### src/kh_pkg.sv
// ----------------------------------------------------------------------------
// kh_pkg
// Types, codes and constants shared by the kettle heater mode controller.
// ----------------------------------------------------------------------------
package kh_pkg;

   // Clamp ceiling for temperature samples
   localparam int TEMP_CEILING = 150;

   // Reset value of the keep-warm setpoint
   localparam logic [6:0] SETPOINT_RESET = 7'd55;

   // Highest setpoint that fits the setpoint register
   localparam logic [6:0] SETPOINT_LIMIT = 7'd127;

   // Register indexes on the configuration port
   localparam logic [2:0] CFG_BOIL_THRESHOLD   = 3'd0;
   localparam logic [2:0] CFG_OVERHEAT_LIMIT   = 3'd1;
   localparam logic [2:0] CFG_DEFAULT_SETPOINT = 3'd2;
   localparam logic [2:0] CFG_BOIL_HOLD_TICKS  = 3'd3;
   localparam logic [2:0] CFG_UPPER_MARGIN     = 3'd4;
   localparam logic [2:0] CFG_LOWER_MARGIN     = 3'd5;
   localparam logic [2:0] CFG_SETPOINT_MIN     = 3'd6;
   localparam logic [2:0] CFG_SETPOINT_MAX     = 3'd7;

   // Input operation codes
   typedef enum logic [2:0] {
      OP_TICK       = 3'd0,
      OP_TEMP       = 3'd1,
      OP_BOIL_KEY   = 3'd2,
      OP_WARM_KEY   = 3'd3,
      OP_BOIL_CMD   = 3'd4,
      OP_WARM_CMD   = 3'd5,
      OP_SETPOINT   = 3'd6,
      OP_WATER_TYPE = 3'd7
   } op_type;

   // Heater modes, held one-hot
   typedef enum logic [3:0] {
      MODE_IDLE  = 4'b0001,
      MODE_BOIL  = 4'b0010,
      MODE_BWARM = 4'b0100,
      MODE_HOLD  = 4'b1000
   } mode_type;

   // Reported mode codes
   localparam logic [1:0] MODE_CODE_IDLE  = 2'd0;
   localparam logic [1:0] MODE_CODE_BOIL  = 2'd1;
   localparam logic [1:0] MODE_CODE_BWARM = 2'd2;
   localparam logic [1:0] MODE_CODE_HOLD  = 2'd3;

   // Lamp bit positions
   localparam int LAMP_BOIL  = 0;
   localparam int LAMP_WARM  = 1;
   localparam int LAMP_READY = 2;

   // Configuration registers
   typedef struct packed {
      logic [7:0] boil_threshold;
      logic [7:0] overheat_limit;
      logic [6:0] default_setpoint;
      logic [5:0] boil_hold_ticks;
      logic [3:0] upper_margin;
      logic [3:0] lower_margin;
      logic [7:0] setpoint_min;
      logic [7:0] setpoint_max;
   } cfg_type;

   // Controller state
   typedef struct packed {
      mode_type   mode;
      logic [7:0] temp;
      logic [6:0] setpoint;
      logic       water_kind;
      logic       boil_flag;
      logic       warm_flag;
      logic       fault;
      logic [5:0] hold_count;
      logic       hold_running;
      logic       relay;
      logic [2:0] lamps;
   } state_type;

   // Encode the one-hot mode as its reported code
   function automatic logic [1:0] mode_code(mode_type m);
      logic [1:0] code;
      case (m)
         MODE_IDLE:  code = MODE_CODE_IDLE;
         MODE_BOIL:  code = MODE_CODE_BOIL;
         MODE_BWARM: code = MODE_CODE_BWARM;
         MODE_HOLD:  code = MODE_CODE_HOLD;
         default:    code = MODE_CODE_IDLE;
      endcase
      return code;
   endfunction

endpackage

### src/kh_csr.sv
// ----------------------------------------------------------------------------
// kh_csr
// Configuration register file behind the APB-style port.
// ----------------------------------------------------------------------------
module kh_csr (
   input  logic           clock,
   input  logic           reset,
   input  logic           csr_psel,
   input  logic           csr_penable,
   input  logic           csr_pwrite,
   input  logic [4:0]     csr_paddr,
   input  logic [31:0]    csr_pwdata,
   output logic [31:0]    csr_prdata,
   output logic           csr_pready,
   output kh_pkg::cfg_type cfg
);
   import kh_pkg::*;

   cfg_type    cfg_ff;
   cfg_type    cfg_in;
   logic [2:0] index;
   logic       write_en;

   assign csr_pready = 1'b1;
   assign index      = csr_paddr[4:2];
   assign write_en   = csr_psel & csr_penable & csr_pwrite & csr_pready;

   // Decode the write, truncating data to the register width
   always_comb begin
      cfg_in = cfg_ff;
      if (write_en) begin
         case (index)
            CFG_BOIL_THRESHOLD:   cfg_in.boil_threshold   = csr_pwdata[7:0];
            CFG_OVERHEAT_LIMIT:   cfg_in.overheat_limit   = csr_pwdata[7:0];
            CFG_DEFAULT_SETPOINT: cfg_in.default_setpoint = csr_pwdata[6:0];
            CFG_BOIL_HOLD_TICKS:  cfg_in.boil_hold_ticks  = csr_pwdata[5:0];
            CFG_UPPER_MARGIN:     cfg_in.upper_margin     = csr_pwdata[3:0];
            CFG_LOWER_MARGIN:     cfg_in.lower_margin     = csr_pwdata[3:0];
            CFG_SETPOINT_MIN:     cfg_in.setpoint_min     = csr_pwdata[7:0];
            CFG_SETPOINT_MAX:     cfg_in.setpoint_max     = csr_pwdata[7:0];
            default:              cfg_in = cfg_ff;
         endcase
      end
   end

   // Hold the registers, loading reset values
   always_ff @(posedge clock) begin
      if (reset) begin
         cfg_ff.boil_threshold   <= 8'd97;
         cfg_ff.overheat_limit   <= 8'd105;
         cfg_ff.default_setpoint <= 7'd55;
         cfg_ff.boil_hold_ticks  <= 6'd5;
         cfg_ff.upper_margin     <= 4'd3;
         cfg_ff.lower_margin     <= 4'd5;
         cfg_ff.setpoint_min     <= 8'd45;
         cfg_ff.setpoint_max     <= 8'd90;
      end else begin
         cfg_ff <= cfg_in;
      end
   end

   // Return the addressed register
   always_comb begin
      case (index)
         CFG_BOIL_THRESHOLD:   csr_prdata = {24'd0, cfg_ff.boil_threshold};
         CFG_OVERHEAT_LIMIT:   csr_prdata = {24'd0, cfg_ff.overheat_limit};
         CFG_DEFAULT_SETPOINT: csr_prdata = {25'd0, cfg_ff.default_setpoint};
         CFG_BOIL_HOLD_TICKS:  csr_prdata = {26'd0, cfg_ff.boil_hold_ticks};
         CFG_UPPER_MARGIN:     csr_prdata = {28'd0, cfg_ff.upper_margin};
         CFG_LOWER_MARGIN:     csr_prdata = {28'd0, cfg_ff.lower_margin};
         CFG_SETPOINT_MIN:     csr_prdata = {24'd0, cfg_ff.setpoint_min};
         CFG_SETPOINT_MAX:     csr_prdata = {24'd0, cfg_ff.setpoint_max};
         default:              csr_prdata = 32'd0;
      endcase
   end

   assign cfg = cfg_ff;

endmodule

### src/kh_step.sv
// ----------------------------------------------------------------------------
// kh_step
// Next-state logic: applies one operation to the controller state.
// ----------------------------------------------------------------------------
module kh_step (
   input  kh_pkg::cfg_type   cfg,
   input  kh_pkg::state_type cur,
   input  logic [2:0]        operation,
   input  logic signed [9:0] value,
   input  logic              switch_on,
   output kh_pkg::state_type nxt,
   output logic              alarm
);
   import kh_pkg::*;

   // Change mode, cancelling any hold count when leaving boil
   function automatic state_type set_mode(state_type s, mode_type m);
      state_type r;
      r = s;
      if (m != MODE_BOIL) begin
         r.hold_running = 1'b0;
         r.hold_count   = 6'd0;
      end
      r.mode = m;
      return r;
   endfunction

   logic signed [10:0] v_ext;
   logic signed [10:0] temp_s;
   logic signed [10:0] upper_s;
   logic signed [10:0] lower_s;
   logic               sp_ok;
   logic               def_ok;
   logic               reached;
   logic               overheat;
   logic [7:0]         clamped;

   assign v_ext    = {value[9], value};
   assign temp_s   = $signed({3'd0, cur.temp});
   assign upper_s  = $signed({4'd0, cur.setpoint}) - $signed({7'd0, cfg.upper_margin});
   assign lower_s  = $signed({4'd0, cur.setpoint}) - $signed({7'd0, cfg.lower_margin});
   assign reached  = cur.temp >= cfg.boil_threshold;
   assign overheat = cur.temp > cfg.overheat_limit;

   // Range check of a remote setpoint request
   assign sp_ok = (v_ext >= $signed({3'd0, cfg.setpoint_min}))
                & (v_ext <= $signed({3'd0, cfg.setpoint_max}))
                & (v_ext <= $signed({4'd0, SETPOINT_LIMIT}));

   // Same check for the default setpoint
   assign def_ok = ({1'b0, cfg.default_setpoint} >= cfg.setpoint_min)
                 & ({1'b0, cfg.default_setpoint} <= cfg.setpoint_max);

   // Clamp a temperature sample
   always_comb begin
      if (value[9]) begin
         clamped = 8'd0;
      end else if (v_ext > $signed(11'(TEMP_CEILING))) begin
         clamped = 8'(TEMP_CEILING);
      end else begin
         clamped = v_ext[7:0];
      end
   end

   always_comb begin
      nxt   = cur;
      alarm = 1'b0;
      case (op_type'(operation))
         OP_TICK: begin
            // Run the mode logic
            case (cur.mode)
               MODE_IDLE: begin
                  nxt.relay = 1'b0;
                  nxt.lamps = 3'd0;
               end
               MODE_BOIL: begin
                  if (cur.hold_running) begin
                     if (cur.hold_count <= 6'd1) begin
                        nxt           = set_mode(cur, MODE_IDLE);
                        nxt.relay     = 1'b0;
                        nxt.lamps     = 3'd0;
                        nxt.boil_flag = 1'b0;
                     end else begin
                        nxt.hold_count = cur.hold_count - 6'd1;
                        nxt.relay      = 1'b1;
                     end
                  end else if (reached) begin
                     nxt.hold_running = 1'b1;
                     nxt.hold_count   = cfg.boil_hold_ticks;
                     nxt.relay        = 1'b1;
                  end else begin
                     nxt.relay = 1'b1;
                     nxt.lamps = 3'd0;
                     nxt.lamps[LAMP_BOIL] = 1'b1;
                  end
               end
               MODE_BWARM: begin
                  if (reached) begin
                     nxt       = set_mode(cur, MODE_HOLD);
                     nxt.relay = 1'b0;
                  end else begin
                     nxt.relay = 1'b1;
                  end
                  nxt.lamps = 3'd0;
                  nxt.lamps[LAMP_WARM] = 1'b1;
               end
               default: begin
                  // Keep warm between the two margins
                  nxt.lamps = 3'd0;
                  if (temp_s > upper_s) begin
                     nxt.relay = 1'b0;
                     nxt.lamps[LAMP_WARM] = 1'b1;
                  end else if (temp_s < lower_s) begin
                     nxt.relay = 1'b1;
                     nxt.lamps[LAMP_WARM] = 1'b1;
                  end else begin
                     nxt.relay = 1'b0;
                     nxt.lamps[LAMP_READY] = 1'b1;
                  end
               end
            endcase
            // Force the relay off on over-temperature
            if (overheat) begin
               nxt.fault = 1'b1;
               nxt.relay = 1'b0;
               alarm     = 1'b1;
            end else begin
               nxt.fault = 1'b0;
            end
         end
         OP_TEMP: begin
            nxt.temp = clamped;
         end
         OP_BOIL_KEY: begin
            nxt.lamps[LAMP_BOIL] = 1'b0;
            if (cur.mode == MODE_BOIL) begin
               nxt           = set_mode(nxt, MODE_IDLE);
               nxt.boil_flag = 1'b0;
            end else begin
               nxt           = set_mode(nxt, MODE_BOIL);
               nxt.boil_flag = 1'b1;
            end
         end
         OP_WARM_KEY: begin
            nxt.lamps[LAMP_WARM] = 1'b0;
            if (cur.mode == MODE_BWARM) begin
               nxt           = set_mode(nxt, MODE_IDLE);
               nxt.warm_flag = 1'b0;
            end else begin
               nxt = set_mode(nxt, MODE_BWARM);
               if (def_ok) begin
                  nxt.setpoint = cfg.default_setpoint;
               end
               nxt.warm_flag = 1'b1;
            end
         end
         OP_BOIL_CMD: begin
            if (switch_on) begin
               nxt           = set_mode(cur, MODE_BOIL);
               nxt.boil_flag = 1'b1;
               nxt.warm_flag = 1'b0;
            end else begin
               nxt           = set_mode(cur, MODE_IDLE);
               nxt.boil_flag = 1'b0;
            end
         end
         OP_WARM_CMD: begin
            if (switch_on) begin
               nxt = set_mode(cur, cur.water_kind ? MODE_HOLD : MODE_BWARM);
               nxt.warm_flag = 1'b1;
               nxt.boil_flag = 1'b0;
            end else begin
               nxt           = set_mode(cur, MODE_IDLE);
               nxt.warm_flag = 1'b0;
            end
         end
         OP_SETPOINT: begin
            if (sp_ok) begin
               nxt.setpoint = v_ext[6:0];
            end
         end
         default: begin
            // Accept only tap or clear water, and swap warm modes to match
            if (value == 10'sd0 || value == 10'sd1) begin
               nxt.water_kind = value[0];
               if (cur.mode == MODE_BWARM && value[0]) begin
                  nxt = set_mode(nxt, MODE_HOLD);
               end else if (cur.mode == MODE_HOLD && !value[0]) begin
                  nxt = set_mode(nxt, MODE_BWARM);
               end
            end
         end
      endcase
   end

endmodule

### src/kettle_heater_mode_controller.sv
// ----------------------------------------------------------------------------
// kettle_heater_mode_controller
// Heater relay and lamp control for a kettle: idle, boil, boil-then-warm
// and hold-warm modes, driven by ticks, samples, keys and remote commands.
//
//   Channel  Direction  Carries
//   req_     in         tuser: operation; tdata: value, switch_on
//   rsp_     out        tdata: relay, mode, fault, lamps, alarm, status
//   csr_     in         APB-style writes and reads of eight registers
//
// Each item is taken into an input register, applied to the state by the
// next-state logic and its result loaded into the output register: one item
// a cycle while the output does not stall.
// The next-state logic in kh_step is combinational.
// Reset is synchronous and clears state and configuration to default values.
// A stalled result holds the output register; req_tready then drops once the
// input register is full.
// ----------------------------------------------------------------------------
module kettle_heater_mode_controller (
   input  logic        clock,
   input  logic        reset,
   input  logic        req_tvalid,
   output logic        req_tready,
   input  logic [15:0] req_tdata,    // value[9:0], switch_on[10], zero[15:11]
   input  logic [2:0]  req_tuser,    // operation[2:0]
   output logic        rsp_tvalid,
   input  logic        rsp_tready,
   // heater_on[0], mode[2:1], fault[3], boil_lamp[4], warm_lamp[5],
   // ready_lamp[6], alarm_pulse[7], water_temp[15:8], warm_setpoint[22:16],
   // water_kind[23], boil_active[24], warm_active[25], zero[31:26]
   output logic [31:0] rsp_tdata,
   input  logic        csr_psel,
   input  logic        csr_penable,
   input  logic        csr_pwrite,
   input  logic [4:0]  csr_paddr,
   input  logic [31:0] csr_pwdata,
   output logic [31:0] csr_prdata,
   output logic        csr_pready
);
   import kh_pkg::*;

   cfg_type           cfg;
   state_type         state_ff;
   state_type         state_nxt;
   logic              in_valid_ff;
   logic              in_valid_in;
   logic [2:0]        op_ff;
   logic signed [9:0] value_ff;
   logic              on_ff;
   logic              rsp_valid_ff;
   logic              rsp_valid_in;
   logic [31:0]       rsp_data_ff;
   logic [31:0]       rsp_data_in;
   logic              alarm;
   logic              advance;
   logic              fire;

   kh_csr u_csr (
      .clock       (clock),
      .reset       (reset),
      .csr_psel    (csr_psel),
      .csr_penable (csr_penable),
      .csr_pwrite  (csr_pwrite),
      .csr_paddr   (csr_paddr),
      .csr_pwdata  (csr_pwdata),
      .csr_prdata  (csr_prdata),
      .csr_pready  (csr_pready),
      .cfg         (cfg)
   );

   kh_step u_step (
      .cfg       (cfg),
      .cur       (state_ff),
      .operation (op_ff),
      .value     (value_ff),
      .switch_on (on_ff),
      .nxt       (state_nxt),
      .alarm     (alarm)
   );

   // Handshake control
   assign advance    = !rsp_valid_ff || rsp_tready;
   assign fire       = in_valid_ff && advance;
   assign req_tready = !in_valid_ff || advance;

   always_comb begin
      if (req_tvalid && req_tready) begin
         in_valid_in = 1'b1;
      end else if (advance) begin
         in_valid_in = 1'b0;
      end else begin
         in_valid_in = in_valid_ff;
      end
   end

   always_comb begin
      if (fire) begin
         rsp_valid_in = 1'b1;
      end else if (rsp_tready) begin
         rsp_valid_in = 1'b0;
      end else begin
         rsp_valid_in = rsp_valid_ff;
      end
   end

   // Pack the result from the updated state
   assign rsp_data_in = {6'd0,
                         state_nxt.warm_flag,
                         state_nxt.boil_flag,
                         state_nxt.water_kind,
                         state_nxt.setpoint,
                         state_nxt.temp,
                         alarm,
                         state_nxt.lamps[LAMP_READY],
                         state_nxt.lamps[LAMP_WARM],
                         state_nxt.lamps[LAMP_BOIL],
                         state_nxt.fault,
                         mode_code(state_nxt.mode),
                         state_nxt.relay};

   // Control registers
   always_ff @(posedge clock) begin
      if (reset) begin
         in_valid_ff  <= 1'b0;
         rsp_valid_ff <= 1'b0;
      end else begin
         in_valid_ff  <= in_valid_in;
         rsp_valid_ff <= rsp_valid_in;
      end
   end

   // Capture an accepted item
   always_ff @(posedge clock) begin
      if (req_tvalid && req_tready) begin
         op_ff    <= req_tuser;
         value_ff <= $signed(req_tdata[9:0]);
         on_ff    <= req_tdata[10];
      end
   end

   // Commit the state and load the result
   always_ff @(posedge clock) begin
      if (reset) begin
         state_ff.mode         <= MODE_IDLE;
         state_ff.temp         <= 8'd0;
         state_ff.setpoint     <= SETPOINT_RESET;
         state_ff.water_kind   <= 1'b0;
         state_ff.boil_flag    <= 1'b0;
         state_ff.warm_flag    <= 1'b0;
         state_ff.fault        <= 1'b0;
         state_ff.hold_count   <= 6'd0;
         state_ff.hold_running <= 1'b0;
         state_ff.relay        <= 1'b0;
         state_ff.lamps        <= 3'd0;
      end else if (fire) begin
         state_ff <= state_nxt;
      end
   end

   always_ff @(posedge clock) begin
      if (fire) begin
         rsp_data_ff <= rsp_data_in;
      end
   end

   assign rsp_tvalid = rsp_valid_ff;
   assign rsp_tdata  = rsp_data_ff;

`ifndef SYNTHESIS
   // A running hold count belongs to boil mode only
   a_hold_in_boil: assert property (@(posedge clock) disable iff (reset)
      state_ff.hold_running |-> state_ff.mode == MODE_BOIL)
      else $error("hold count running outside boil mode");

   // A latched fault keeps the relay off
   a_fault_relay: assert property (@(posedge clock) disable iff (reset)
      state_ff.fault |-> !state_ff.relay)
      else $error("relay on while fault is set");

   // A processed item always shows up as a result next cycle
   a_fire_result: assert property (@(posedge clock) disable iff (reset)
      fire |=> rsp_tvalid)
      else $error("processed item produced no result");

   // Input backpressure only when both stages are full and the output stalls
   a_ready_low: assert property (@(posedge clock) disable iff (reset)
      !req_tready |-> (in_valid_ff && rsp_valid_ff && !rsp_tready))
      else $error("input stalled without a full pipeline");
`endif

endmodule
### config.mk
export PLATFORM = sky130hd
export DESIGN_NAME = kettle_heater_mode_controller
export DESIGN_NICKNAME = d
export VERILOG_FILES = /design/src/kh_pkg.sv /design/src/kh_csr.sv /design/src/kh_step.sv /design/src/kettle_heater_mode_controller.sv
export SDC_FILE = /design/constraint.sdc
export NUM_CORES = 1
export LEC_CHECK = 0
export BUFFER_PORTS_ARGS = -buffer_cell sky130_fd_sc_hd__buf_2
export CELL_PAD_IN_SITES_DETAIL_PLACEMENT = 0
export CELL_PAD_IN_SITES_GLOBAL_PLACEMENT = 1
export CORE_ASPECT_RATIO = 1.25
export CORE_MARGIN = 2
export CORE_UTILIZATION = 40
export DETAILED_ROUTE_END_ITERATION = 8
export PLACE_DENSITY = 0.78
export SETUP_SLACK_MARGIN = 0.1
export SYNTH_ARGS = -nofsm -noshare
export SYNTH_HDL_FRONTEND = slang
export SYNTH_SLANG_ARGS = --single-unit
### constraint.sdc
create_clock -name clock -period 6.8 [get_ports clock]
set_input_delay 0 -clock clock [delete_from_list [all_inputs] [get_ports clock]]
set_output_delay 0 -clock clock [all_outputs]
set_load 0.02 [all_outputs]
[Word level (Yosys, flattened, before mapping)]
Cells that the tools add are included.
Word-level totals
  flip-flop bits (word level): 129
  output and inout bits: 67
Operators by class
  add/sub/neg operators: 3
  $lt $le $gt $ge: 11
  equal/unequal tests: 28
  mux-type cells: 42
  bitwise logic cells: 6
  reductions and logical operators: 28
Operator list (number)
  case mux 32 bit (8 select lines): 1
  two-way mux 34 bit: 4
  case mux 15 bit (6 select lines): 1
  two-way mux 32 bit: 2
  case mux 30 bit (2 select lines): 1
  case mux 8 bit (7 select lines): 1
  case mux 7 bit (7 select lines): 1
  two-way mux 23 bit: 2
  two-way mux 33 bit: 1
  two-way mux 30 bit: 1
  two-way mux 7 bit: 4
  case mux 4 bit (6 select lines): 1
  == test 3 bit (second input constant): 7
  two-way mux 8 bit: 2
  AND reduction 2 bit: 8
  subtractor 7 x 4 -> 8 bit: 2
  two-way mux 1 bit: 13
  == test 3 x 2 -> 1 bit (second input constant): 4
  case mux 4 bit (3 select lines): 1
  greater-than comparator 9 x 11 -> 1 bit: 1
  < comparator 9 x 11 -> 1 bit: 1
  two-way mux 11 bit: 1
  == test 10 x 2 -> 1 bit (second input constant): 1
  >= comparator 10 x 9 -> 1 bit: 1
  other kinds (37): 56

[Depth between registers and ports, before layout]
Gate-level depths: netlist of run 1.
  depth after elaboration: 8
  gate-level depth with buffers: 16
  gate-level depth less buffers: 16

[Modules after synthesis]
A second synthesis of run 1 with hierarchy kept.
Unflattened totals
  cells, all modules: 979
  area total of the unflattened synthesis: 8755.9 um^2
Modules (own cells, without submodules)
  kh_step: times used 1, cells each 441, area each 3118.0 um^2, seq. area each 0.0 um^2
  kettle_heater_mode_controller: times used 1, cells each 208, area each 2852.7 um^2, seq. area each 1921.8 um^2
  kh_csr: times used 1, cells each 330, area each 2785.2 um^2, seq. area each 1061.0 um^2

[Worst setup path before layout of run 1]
No wires, ideal clock.
  path type: reg2reg
  start point: register state_ff[16] (netlist name)
  end point: register state_ff[2] (netlist name)
  setup time: 115 ps
  arrival time: 3047 ps
  required time: 6685 ps
  setup slack: 3639 ps
  cell stages (with the launch flop): 13
  buffers on the path: 0
  clock period less this slack: 3161 ps
  cell sequence: dfxtp_1 ha_1 nor2b_1 o31a_1 or3_1 ha_1 or4_1 o2bb2ai_1 a21oi_1 mux2i_1 nor2_1 a32o_1 o21ba_1
Between the ends
  word-level cells in the longest chain between the ends: 6
  elaborated cells on any way between the ends: 8
  those cells by class: 2 x add/sub; 2 x order compare; 4 x mux
Ends and longest elaborated chain
  start: declaration: line kettle_heater_mode_controller.sv:43  | state_type state_ff;
  start signal: assignment: line kettle_heater_mode_controller.sv:156  | state_ff <= state_nxt;
  subtractor 7 x 4 -> 8 bit: line kh_step.sv:41  | assign lower_s = $signed({4'd0, cur.setpoint}) - $signed({7'd0, cfg.lower_margin});
  < comparator 9 x 11 -> 1 bit: line kh_step.sv:113  | end else if (temp_s < lower_s) begin
  two-way mux 1 bit: line kh_step.sv:113
  two-way mux 1 bit (*): line kh_step.sv:110  | if (temp_s > upper_s) begin
  case mux 4 bit (3 select lines) (*): line kh_step.sv:71  | case (cur.mode)
  case mux 15 bit (6 select lines) (*): line kh_step.sv:68  | case (op_type'(operation))
  net rsp_data_in[6]: line kettle_heater_mode_controller.sv:53  | logic [31:0] rsp_data_in;
Mark *: on every way through the listed nets, which the timed path passes. The rest lies on a longest branch.
A chain may end at the register's enable or synchronous reset.

[Worst setup path after layout of run 1]
  start point: register state_ff[15] (netlist name)
  end point: register rsp_data_ff[0] (netlist: rsp_tdata[0]), data pin
Between the ends
  word-level cells in the longest chain between the ends: 7
  elaborated cells on any way between the ends: 9
  those cells by class: 2 x add/sub; 2 x order compare; 5 x mux
Ends and longest elaborated chain
  subtractor 7 x 4 -> 8 bit: line kh_step.sv:41
  < comparator 9 x 11 -> 1 bit: line kh_step.sv:113
  two-way mux 1 bit: line kh_step.sv:113
  two-way mux 1 bit (*): line kh_step.sv:110
  case mux 4 bit (3 select lines) (*): line kh_step.sv:71
  two-way mux 1 bit (*): line kh_step.sv:123  | if (overheat) begin
  case mux 15 bit (6 select lines) (*): line kh_step.sv:68
  net rsp_data_in[0]: line kettle_heater_mode_controller.sv:53
  end signal: assignment: line kettle_heater_mode_controller.sv:162  | rsp_data_ff <= rsp_data_in;
  end: declaration: line kettle_heater_mode_controller.sv:52  | logic [31:0] rsp_data_ff;
Marks and branches as above.

==> metrics.txt, run 1 <==
# TYPE chip_impl_metric gauge
chip_impl_info{name="run_status",value="complete, no violations"} 1
chip_impl_metric{name="sinks_on_clock_net",unit=""} 129
chip_impl_info{name="yosysMostFrequentCell",value="sky130_fd_sc_hd__nor2_1"} 1
chip_impl_metric{name="worst_r2r_path_depth",unit=""} 16
chip_impl_metric{name="cp.buffers_inverters",unit=""} 2
chip_impl_info{name="cpLargestDelayFamily",value="compound AO/OA/AOI/OAI gates"} 1
chip_impl_metric{name="worst_skew_pair_latency",unit="ps"} 430
chip_impl_metric{name="post_synth_inst_count",unit=""} 959
chip_impl_metric{name="worst_ep_arrival_time",unit="ps"} 3860
chip_impl_metric{name="fraction_of_power_consumed_by_combinational_cells",unit="%"} 11.0
chip_impl_metric{name="finalSetupTns",unit="ps"} 0
chip_impl_info{name="holdCritStartpoint",value="csr_pwrite"} 1
chip_impl_info{name="cts_tree",value="yes"} 1
chip_impl_info{name="crit_path_start_kind",value="register"} 1
chip_impl_metric{name="finalWirelength",unit="mm"} 23.8
chip_impl_metric{name="worstPathMaxFanout",unit=""} 3
chip_impl_metric{name="cts_hold_buf",unit=""} 25
chip_impl_metric{name="worst_ep_required_time",unit="ps"} 6960
chip_impl_metric{name="async_reset_ff_share",unit="%"} 0
chip_impl_info{name="endpoint_kind",value="register"} 1
chip_impl_metric{name="detailroute.via_count",unit=""} 7231
chip_impl_metric{name="synthDistinctLibCells",unit=""} 86
chip_impl_metric{name="yosys_register_bits",unit=""} 129
chip_impl_metric{name="firstDrtPassIters",unit=""} 5
chip_impl_metric{name="global_route.overflow_total",unit=""} 0
chip_impl_info{name="hold-path-endpoint",value="u_csr.cfg[49]$_SDFFE_PP0P_"} 1
chip_impl_metric{name="timing.final.crit_period",unit="ps"} 3700
chip_impl_metric{name="detailedPlacementHpwl",unit="mm"} 17.5
chip_impl_metric{name="port-buffer-count",unit=""} 67
chip_impl_metric{name="grt_max_degree",unit=""} 56
chip_impl_metric{name="cellInternalPower",unit="mW"} 1.56
chip_impl_metric{name="row_count",unit=""} 59
chip_impl_metric{name="path_length_in_cells_of_the_critical_path",unit=""} 16
chip_impl_info{name="hp-class",value="in -> reg"} 1
chip_impl_metric{name="drc",unit=""} 0
chip_impl_metric{name="initial_core_utilization",unit="%"} 40.5
chip_impl_metric{name="route.antenna.remaining_nets",unit=""} 0
chip_impl_metric{name="post-synth-top-area-fraction",unit="%"} 21.3
chip_impl_metric{name="power.ir.vdd_worst",unit="V"} 0.000164
chip_impl_metric{name="grt_use_total",unit="%"} 22.1
chip_impl_metric{name="finalNetCount",unit=""} 1164
chip_impl_metric{name="timing.final.hold_violations",unit=""} 0
chip_impl_info{name="cts-root-buf",value="sky130_fd_sc_hd__clkbuf_16"} 1
chip_impl_metric{name="layout.cell_area.non_filler",unit="um^2"} 9690
chip_impl_metric{name="p_seq_share",unit="%"} 40.6
chip_impl_metric{name="clk_transition_reported_paths",unit="ps"} 60
chip_impl_info{name="netlist_top_cells_area",value="sky130_fd_sc_hd__dfxtp_1, sky130_fd_sc_hd__edfxtp_1, sky130_fd_sc_hd__ha_1, sky130_fd_sc_hd__mux2i_1, sky130_fd_sc_hd__nor2_1"} 1
chip_impl_info{name="grt_setup_unrepaired",value="no"} 1
chip_impl_info{name="crit_type",value="reg -> reg"} 1
chip_impl_metric{name="die_height",unit="um"} 166
chip_impl_metric{name="area_delta_synth_final",unit="%"} 15.7
chip_impl_metric{name="htreeDepth",unit=""} 4
chip_impl_metric{name="mappedNetlistArea",unit="um^2"} 8380
chip_impl_metric{name="synth.yosys.seq_area_share",unit="%"} 35.6
chip_impl_metric{name="critical-path-max-stage-delay",unit="ps"} 420
chip_impl_metric{name="drv_slew",unit=""} 0
chip_impl_metric{name="fp.coreArea",unit="um^2"} 20700
chip_impl_info{name="crit_chain",value="inv_1 > ha_1 > inv_1 > fa_1 > a21o_1 > a21oi_1 > nand2_1 > xor2_1 > ha_1 > or4_1 > o2bb2ai_1 > a21oi_1 > mux2i_1 > nor3_1 > o21ai_1 > o21ai_0"} 1
chip_impl_metric{name="r2r_setup_slack",unit="ps"} 3100
chip_impl_metric{name="worst_hold_path.num_cells",unit=""} 5
chip_impl_metric{name="yosys_warnings",unit=""} 0
chip_impl_metric{name="cts_resized",unit=""} 0
chip_impl_metric{name="io_pins",unit=""} 130
chip_impl_metric{name="grt_pass1_wl",unit="mm"} 38.2
chip_impl_metric{name="initial_antenna_violation_count",unit=""} 0
chip_impl_metric{name="sw_frac_of_total",unit="%"} 25.3
chip_impl_metric{name="gp_congestion",unit=""} 0.852
chip_impl_metric{name="pwr_density_cell",unit="nW/um^2"} 215
chip_impl_metric{name="route.detailed.vias_per_inst",unit=""} 5.50
chip_impl_metric{name="clock_buffers_created_by_tritoncts",unit=""} 17
chip_impl_metric{name="final-setup-viol-count",unit=""} 0
chip_impl_metric{name="post_drt_wl_per_cell",unit="um"} 18.1
chip_impl_metric{name="number_of_buffers_added_for_setup_after_cts",unit=""} 0
chip_impl_info{name="yosysTopAreaCell",value="sky130_fd_sc_hd__dfxtp_1"} 1
chip_impl_info{name="yosys_most_used_dff",value="sky130_fd_sc_hd__dfxtp_1"} 1
chip_impl_metric{name="drive_above_1_share",unit="%"} 12.0
chip_impl_metric{name="initialDrtViolationCount",unit=""} 519
chip_impl_info{name="synthTopCellsByCount",value="sky130_fd_sc_hd__nor2_1, sky130_fd_sc_hd__nand2_1, sky130_fd_sc_hd__dfxtp_1"} 1
chip_impl_metric{name="max_freq",unit="MHz"} 270
chip_impl_metric{name="die-area",unit="um^2"} 22100
chip_impl_metric{name="total_leakage_power",unit="nW"} 3.99
chip_impl_metric{name="synth_area_per_cell",unit="um^2"} 8.74
chip_impl_metric{name="post_dp_cell_area",unit="um^2"} 8790
chip_impl_metric{name="n_antenna_cell",unit=""} 0
chip_impl_metric{name="psw",unit="mW"} 0.527
chip_impl_info{name="slowest_stage",value="sky130_fd_sc_hd__or4_1"} 1
chip_impl_metric{name="post-route-period-util",unit="%"} 54.5
chip_impl_info{name="crit-reg2reg-capture",value="rsp_tdata[0]$_DFFE_PP_"} 1
chip_impl_metric{name="power_frac_clock",unit="%"} 48.5
chip_impl_metric{name="number_of_global_route_vias_before_repair",unit=""} 6969
chip_impl_metric{name="clock_path_buffers",unit=""} 2
chip_impl_metric{name="synth_edf_count",unit=""} 40
chip_impl_metric{name="tightestPinTransition",unit="ps"} 1080
chip_impl_info{name="worst_r2r_startpoint",value="state_ff[15]$_SDFFE_PP1P_"} 1
chip_impl_metric{name="timing.slew.headroom",unit="%"} 27.8
chip_impl_metric{name="worst_clock_skew",unit="ps"} 13.5
chip_impl_metric{name="fp.dieW",unit="um"} 133
chip_impl_metric{name="max_cap_viol_count",unit=""} 0
sequential cells by signal, indices dropped and copies added, names as in the netlist:
name	cells
u_csr.cfg	53
state_ff	34
rsp_tdata	26
value_ff	10
op_ff	3
in_valid_ff	1
on_ff	1
rsp_tvalid	1
worst reg2reg max path: stages, from the launching register on:
cell and delay (ps):
sky130_fd_sc_hd__dfxtp_1 320, sky130_fd_sc_hd__inv_1 120, sky130_fd_sc_hd__ha_1 200, sky130_fd_sc_hd__inv_1 60, sky130_fd_sc_hd__fa_1 410, sky130_fd_sc_hd__a21o_1 170, sky130_fd_sc_hd__a21oi_1 270, sky130_fd_sc_hd__nand2_1 110
sky130_fd_sc_hd__xor2_1 150, sky130_fd_sc_hd__ha_1 190, sky130_fd_sc_hd__or4_1 420, sky130_fd_sc_hd__o2bb2ai_1 170, sky130_fd_sc_hd__a21oi_1 70, sky130_fd_sc_hd__mux2i_1 350, sky130_fd_sc_hd__nor3_1 110, sky130_fd_sc_hd__o21ai_1 230
sky130_fd_sc_hd__o21ai_0 110
how the worst max path moves through the flow:
stage	start	end	slack [ps]
after floorplan	state_ff[16]$_SDFFE_PP1P_	state_ff[2]$_SDFFE_PP0P_	3640
after global placement	state_ff[15]$_SDFFE_PP1P_	rsp_tdata[0]$_DFFE_PP_	3080
after detailed placement	state_ff[15]$_SDFFE_PP1P_	rsp_tdata[0]$_DFFE_PP_	3030
after CTS	state_ff[15]$_SDFFE_PP1P_	rsp_tdata[0]$_DFFE_PP_	3040
after global routing	state_ff[15]$_SDFFE_PP1P_	rsp_tdata[0]$_DFFE_PP_	2860
final	state_ff[15]$_SDFFE_PP1P_	rsp_tdata[0]$_DFFE_PP_	3100
cells in the final DEF (no fill, tap or decap), types with 9 or more instances in the layout:
cell,n
sky130_fd_sc_hd__o31ai_1,11
sky130_fd_sc_hd__o21ai_0,43
sky130_fd_sc_hd__dlygate4sd3_1,25
sky130_fd_sc_hd__o211ai_1,21
sky130_fd_sc_hd__edfxtp_1,40
sky130_fd_sc_hd__inv_1,62
sky130_fd_sc_hd__dfxtp_1,89
sky130_fd_sc_hd__a31oi_1,9
sky130_fd_sc_hd__or3_1,9
sky130_fd_sc_hd__a21oi_1,53
sky130_fd_sc_hd__nor3_1,22
sky130_fd_sc_hd__a21o_1,21
sky130_fd_sc_hd__nand2_1,90
sky130_fd_sc_hd__conb_1,31
sky130_fd_sc_hd__nand3_1,17
sky130_fd_sc_hd__nand4_1,11
sky130_fd_sc_hd__clkbuf_16,17
sky130_fd_sc_hd__nor2_1,92
sky130_fd_sc_hd__nor2b_1,15
sky130_fd_sc_hd__buf_2,67
sky130_fd_sc_hd__ha_1,71
sky130_fd_sc_hd__mux2i_1,48
cell families (layout without fill, tap and decap cells):
group	Yosys count	in the layout	synth area share [%]
simple gates	297	297	17.0
compound gates	252	252	20.8
buf+inv	142	195	7.93
flops	129	129	35.6
fa+ha+maj	73	73	11.1
mux	50	50	6.00
xor+xnor	14	14	1.46
other cells	2	31	0.0896
stage by stage:
stage | power [mW] | instances | utilization (%) | setup WS [ps] | hold WS (ps)
2_1_floorplan | 1.02 | 988 | - | 3640 | 98.9
3_3_place_gp | 1.08 | 1258 | 42.5 | 3080 | 179
3_5_place_dp | 1.08 | 1258 | 42.5 | 3030 | 178
4_1_cts | 2.09 | 1315 | 46.9 | 3040 | 165
5_1_grt | 2.16 | 1315 | 46.9 | 2860 | 238
6_report | 2.09 | 1315 | 46.9 | 3100 | 183
power by group through the flow:
stage                     Sequential [mW]  Clock, mW  Combinational (mW)
after floorplan                     0.856          0               0.169
after global placement              0.861          0               0.214
after detailed placement            0.862          0               0.215
after CTS                           0.845       1.02               0.227
after global routing                0.848       1.06               0.252
final                               0.846       1.01               0.229
layout make-up:
class                      instances  area, um^2
clock inverter                    14         211
tap                              274         343
multi-input combinational        717        4840
fill                            2069       11000
clock buffer                      18         439
inverter                          65         244
timing repair buffer              98         631
sequential                       129        2980
routing by layer:
metal / track usage (%) / vias to the layer above / wire [um]
li1: - / 3550 / -
met1: 29.1 / 3420 / 10800
met2: 36.2 / 225 / 11200
met3: 3.48 / 36 / 1110
met4: 8.56 / 0 / 704
met5: 0 / - / 0
No activity file was read; power rests on OpenSTA's default activity.
==> inputs of run 2 (changes only) <==
--- a/config.mk
+++ b/config.mk
@@ -10,9 +10,9 @@
 export CELL_PAD_IN_SITES_GLOBAL_PLACEMENT = 1
 export CORE_ASPECT_RATIO = 1.25
 export CORE_MARGIN = 2
-export CORE_UTILIZATION = 40
+export CORE_UTILIZATION = 39
 export DETAILED_ROUTE_END_ITERATION = 8
-export PLACE_DENSITY = 0.78
+export PLACE_DENSITY = 0.8
 export SETUP_SLACK_MARGIN = 0.1
 export SYNTH_ARGS = -nofsm -noshare
 export SYNTH_HDL_FRONTEND = slang
==> constraint.sdc (replaced) <==
create_clock -name clock -period 3.31 [get_ports clock]
set_input_delay 0 -clock clock [delete_from_list [all_inputs] [get_ports clock]]
set_output_delay 0 -clock clock [all_outputs]
set_load 0.02 [all_outputs]
==> metrics.txt, run 2 (synthesis gave the netlist of run 1 again) <==
# TYPE chip_impl_metric gauge
chip_impl_metric{name="number_of_flip_flops_under_the_largest_register_name",unit=""} 53
chip_impl_metric{name="fillers",unit=""} 2027
chip_impl_metric{name="route.antenna.remaining_nets",unit=""} 0
chip_impl_info{name="top_layer",value="met4"} 1
chip_impl_info{name="cts_tree",value="yes"} 1
chip_impl_metric{name="timing.slew.headroom",unit="%"} 29.1
chip_impl_metric{name="sw_frac_of_total",unit="%"} 26.0
chip_impl_metric{name="number_of_global_route_vias_before_repair",unit=""} 7231
chip_impl_metric{name="fraction_of_power_consumed_by_combinational_cells",unit="%"} 12.4
chip_impl_metric{name="fp.dieW",unit="um"} 135
chip_impl_info{name="hold-path-endpoint",value="in_valid_ff$_SDFFE_PP0P_"} 1
chip_impl_metric{name="route.detailed.vias_per_inst",unit=""} 5.58
chip_impl_metric{name="worst_skew_pair_latency",unit="ps"} 420
chip_impl_metric{name="die_height",unit="um"} 168
chip_impl_metric{name="cellInternalPower",unit="mW"} 3.13
chip_impl_metric{name="port-buffer-count",unit=""} 67
chip_impl_metric{name="worstPathMaxFanout",unit=""} 3
chip_impl_info{name="endpoint_kind",value="register"} 1
chip_impl_metric{name="initial_core_utilization",unit="%"} 40.0
chip_impl_metric{name="worst_hold_path.num_cells",unit=""} 2
chip_impl_metric{name="fp.coreArea",unit="um^2"} 21000
chip_impl_metric{name="die-area",unit="um^2"} 22700
chip_impl_metric{name="clock_path_buffers",unit=""} 2
chip_impl_metric{name="power.ir.vdd_worst",unit="V"} 0.000361
chip_impl_metric{name="route.met2.wl",unit="mm"} 12.1
chip_impl_metric{name="htreeDepth",unit=""} 4
chip_impl_metric{name="area_delta_synth_final",unit="%"} 22.7
chip_impl_info{name="crit_path_start_kind",value="register"} 1
chip_impl_metric{name="gp_congestion",unit=""} 0.907
chip_impl_info{name="grt_setup_unrepaired",value="yes"} 1
chip_impl_metric{name="power_frac_clock",unit="%"} 46.7
chip_impl_metric{name="firstDrtPassIters",unit=""} 5
chip_impl_metric{name="sum_of_met3_wire_segment_lengths_after_detailed_routing",unit="mm"} 1.52
chip_impl_metric{name="sinks_on_clock_net",unit=""} 129
chip_impl_metric{name="psw",unit="mW"} 1.10
chip_impl_metric{name="post-route-period-util",unit="%"} 99.6
chip_impl_metric{name="p_seq_share",unit="%"} 40.9
chip_impl_info{name="hp-class",value="in -> reg"} 1
chip_impl_metric{name="detailroute.via_count",unit=""} 7624
chip_impl_metric{name="worst_r2r_path_depth",unit=""} 13
chip_impl_metric{name="post-route-worst-setup-slack",unit="ps"} 12.4
chip_impl_metric{name="clk_transition_reported_paths",unit="ps"} 60
chip_impl_metric{name="grt_max_degree",unit=""} 37
chip_impl_metric{name="final_core_utilization",unit="%"} 49.1
chip_impl_metric{name="tightestPinTransition",unit="ps"} 1060
chip_impl_metric{name="final-instance-count-excl-fill",unit=""} 1367
chip_impl_info{name="mostFrequentLayoutCell",value="sky130_fd_sc_hd__nor2_1"} 1
chip_impl_info{name="cts-root-buf",value="sky130_fd_sc_hd__clkbuf_16"} 1
chip_impl_metric{name="initial_antenna_violation_count",unit=""} 0
chip_impl_metric{name="finalNetCount",unit=""} 1216
chip_impl_metric{name="global_route.overflow_total",unit=""} 0
chip_impl_metric{name="finalWirelength",unit="mm"} 25.7
chip_impl_metric{name="drive_above_1_share",unit="%"} 19.7
chip_impl_metric{name="timing.final.hold_violations",unit=""} 0
chip_impl_metric{name="drc",unit=""} 0
chip_impl_info{name="crit-reg2reg-capture",value="rsp_tdata[5]$_DFFE_PP_"} 1
chip_impl_metric{name="pre_cts_slack",unit="ps"} -152
chip_impl_metric{name="drv_slew",unit=""} 0
chip_impl_metric{name="clock_buffers_created_by_tritoncts",unit=""} 17
chip_impl_metric{name="grt_pass1_wl",unit="mm"} 39.7
chip_impl_metric{name="detailedPlacementHpwl",unit="mm"} 19.0
chip_impl_metric{name="pwr_density_cell",unit="nW/um^2"} 411
chip_impl_metric{name="worst_ep_required_time",unit="ps"} 3490
chip_impl_info{name="worst_r2r_startpoint",value="u_csr.cfg[21]$_SDFFE_PP1P_"} 1
chip_impl_metric{name="grt_use_total",unit="%"} 22.9
chip_impl_metric{name="wl_met1",unit="mm"} 10.8
chip_impl_metric{name="r2r_setup_slack",unit="ps"} 10
chip_impl_metric{name="max_cap_viol_count",unit=""} 0
chip_impl_metric{name="total_leakage_power",unit="nW"} 4.28
chip_impl_metric{name="worst_clock_skew",unit="ps"} 9.41
chip_impl_metric{name="initialDrtViolationCount",unit=""} 522
chip_impl_metric{name="multiInputGateArea",unit="um^2"} 5050
chip_impl_metric{name="io_pins",unit=""} 130
chip_impl_info{name="final_cell_mix",value="sky130_fd_sc_hd__nor2_1, sky130_fd_sc_hd__nand2_1, sky130_fd_sc_hd__dfxtp_1"} 1
chip_impl_metric{name="n_antenna_cell",unit=""} 0
chip_impl_info{name="crit_type",value="reg -> reg"} 1
chip_impl_metric{name="row_count",unit=""} 59
chip_impl_info{name="holdCritStartpoint",value="reset"} 1
chip_impl_info{name="run_status",value="complete, no violations"} 1
chip_impl_metric{name="final-setup-viol-count",unit=""} 0
chip_impl_metric{name="post_drt_wl_per_cell",unit="um"} 18.8
chip_impl_metric{name="power.total",unit="mW"} 4.23
chip_impl_metric{name="layout.area.seq",unit="um^2"} 2990
chip_impl_metric{name="numPlacedInstances",unit=""} 1302
chip_impl_metric{name="timing.final.crit_period",unit="ps"} 3300
chip_impl_metric{name="max_freq",unit="MHz"} 303
chip_impl_metric{name="worst_ep_arrival_time",unit="ps"} 3480
==> run 2: how the worst max path moves through the flow <==
stage / start / end / slack, ps
after global placement: state_ff[15]$_SDFFE_PP1P_ / rsp_tdata[0]$_DFFE_PP_ / -70
final: u_csr.cfg[21]$_SDFFE_PP1P_ / rsp_tdata[5]$_DFFE_PP_ / 10
after detailed placement: state_ff[15]$_SDFFE_PP1P_ / state_ff[2]$_SDFFE_PP0P_ / -150
after global routing: u_csr.cfg[21]$_SDFFE_PP1P_ / rsp_tdata[5]$_DFFE_PP_ / -100
after floorplan: state_ff[16]$_SDFFE_PP1P_ / state_ff[2]$_SDFFE_PP0P_ / 150
after CTS: state_ff[15]$_SDFFE_PP1P_ / state_ff[2]$_SDFFE_PP0P_ / 70
==> run 2: final cells by class <==
cell class / instances / share of cell area (%)
Clock buffer: 17 / 4.14
Inverter: 65 / 2.40
Multi-Input combinational cell: 717 / 49.1
Timing Repair Buffer: 150 / 10.1
Clock inverter: 15 / 1.86
Tap cell: 274 / 3.33
Sequential cell: 129 / 29.1
==> run 2: per-stage QoR <==
stage               TNS (ps)  hold slack [ps]  instance area, um^2
floorplan                  0             98.9                 8490
global placement        -144              179                 9120
detailed placement      -654              178                 9120
CTS                        0             65.1                10200
global route            -310              104                10300
finish                     0             83.4                10300
==> run 2: power groups by stage <==
stage / registers, mW / logic (mW) / clock network, mW
CTS: 1.73 / 0.509 / 2.00
global route: 1.73 / 0.571 / 2.07
global placement: 1.76 / 0.471 / 0
floorplan: 1.76 / 0.347 / 0
finish: 1.73 / 0.525 / 1.97
detailed placement: 1.76 / 0.475 / 0
==> run 2: timing repair <==
action / 4_1_cts / 5_1_grt
pin swaps: 13 / 10
resized for setup: 33 / 20
cloned: 0 / 0
hold buffers: 25 / 0
endpoints found under the hold margin: 65 / 0
endpoints found under the setup margin: 6 / 6
setup buffers: 5 / 3
==> run 2: metal layers <==
layer  vias up  global-route usage [%]
met5         -                       0
met4         0                    12.2
met3        69                    4.43
met2       324                    37.1
met1      3585                    28.6
li1       3646                       -
==> run 2: critical path, cell delays in order (launching register included) <==
cell and delay, ps:
sky130_fd_sc_hd__dfxtp_2 350, sky130_fd_sc_hd__inv_4 50, sky130_fd_sc_hd__ha_4 200, sky130_fd_sc_hd__nor2b_4 120
sky130_fd_sc_hd__o31a_1 320, sky130_fd_sc_hd__or3_4 410, sky130_fd_sc_hd__buf_6 140, sky130_fd_sc_hd__ha_1 280
sky130_fd_sc_hd__or4b_4 540, sky130_fd_sc_hd__o31ai_4 80, sky130_fd_sc_hd__mux2i_4 120, sky130_fd_sc_hd__nand3b_1 220
sky130_fd_sc_hd__a21oi_1 140, sky130_fd_sc_hd__nor2b_1 60
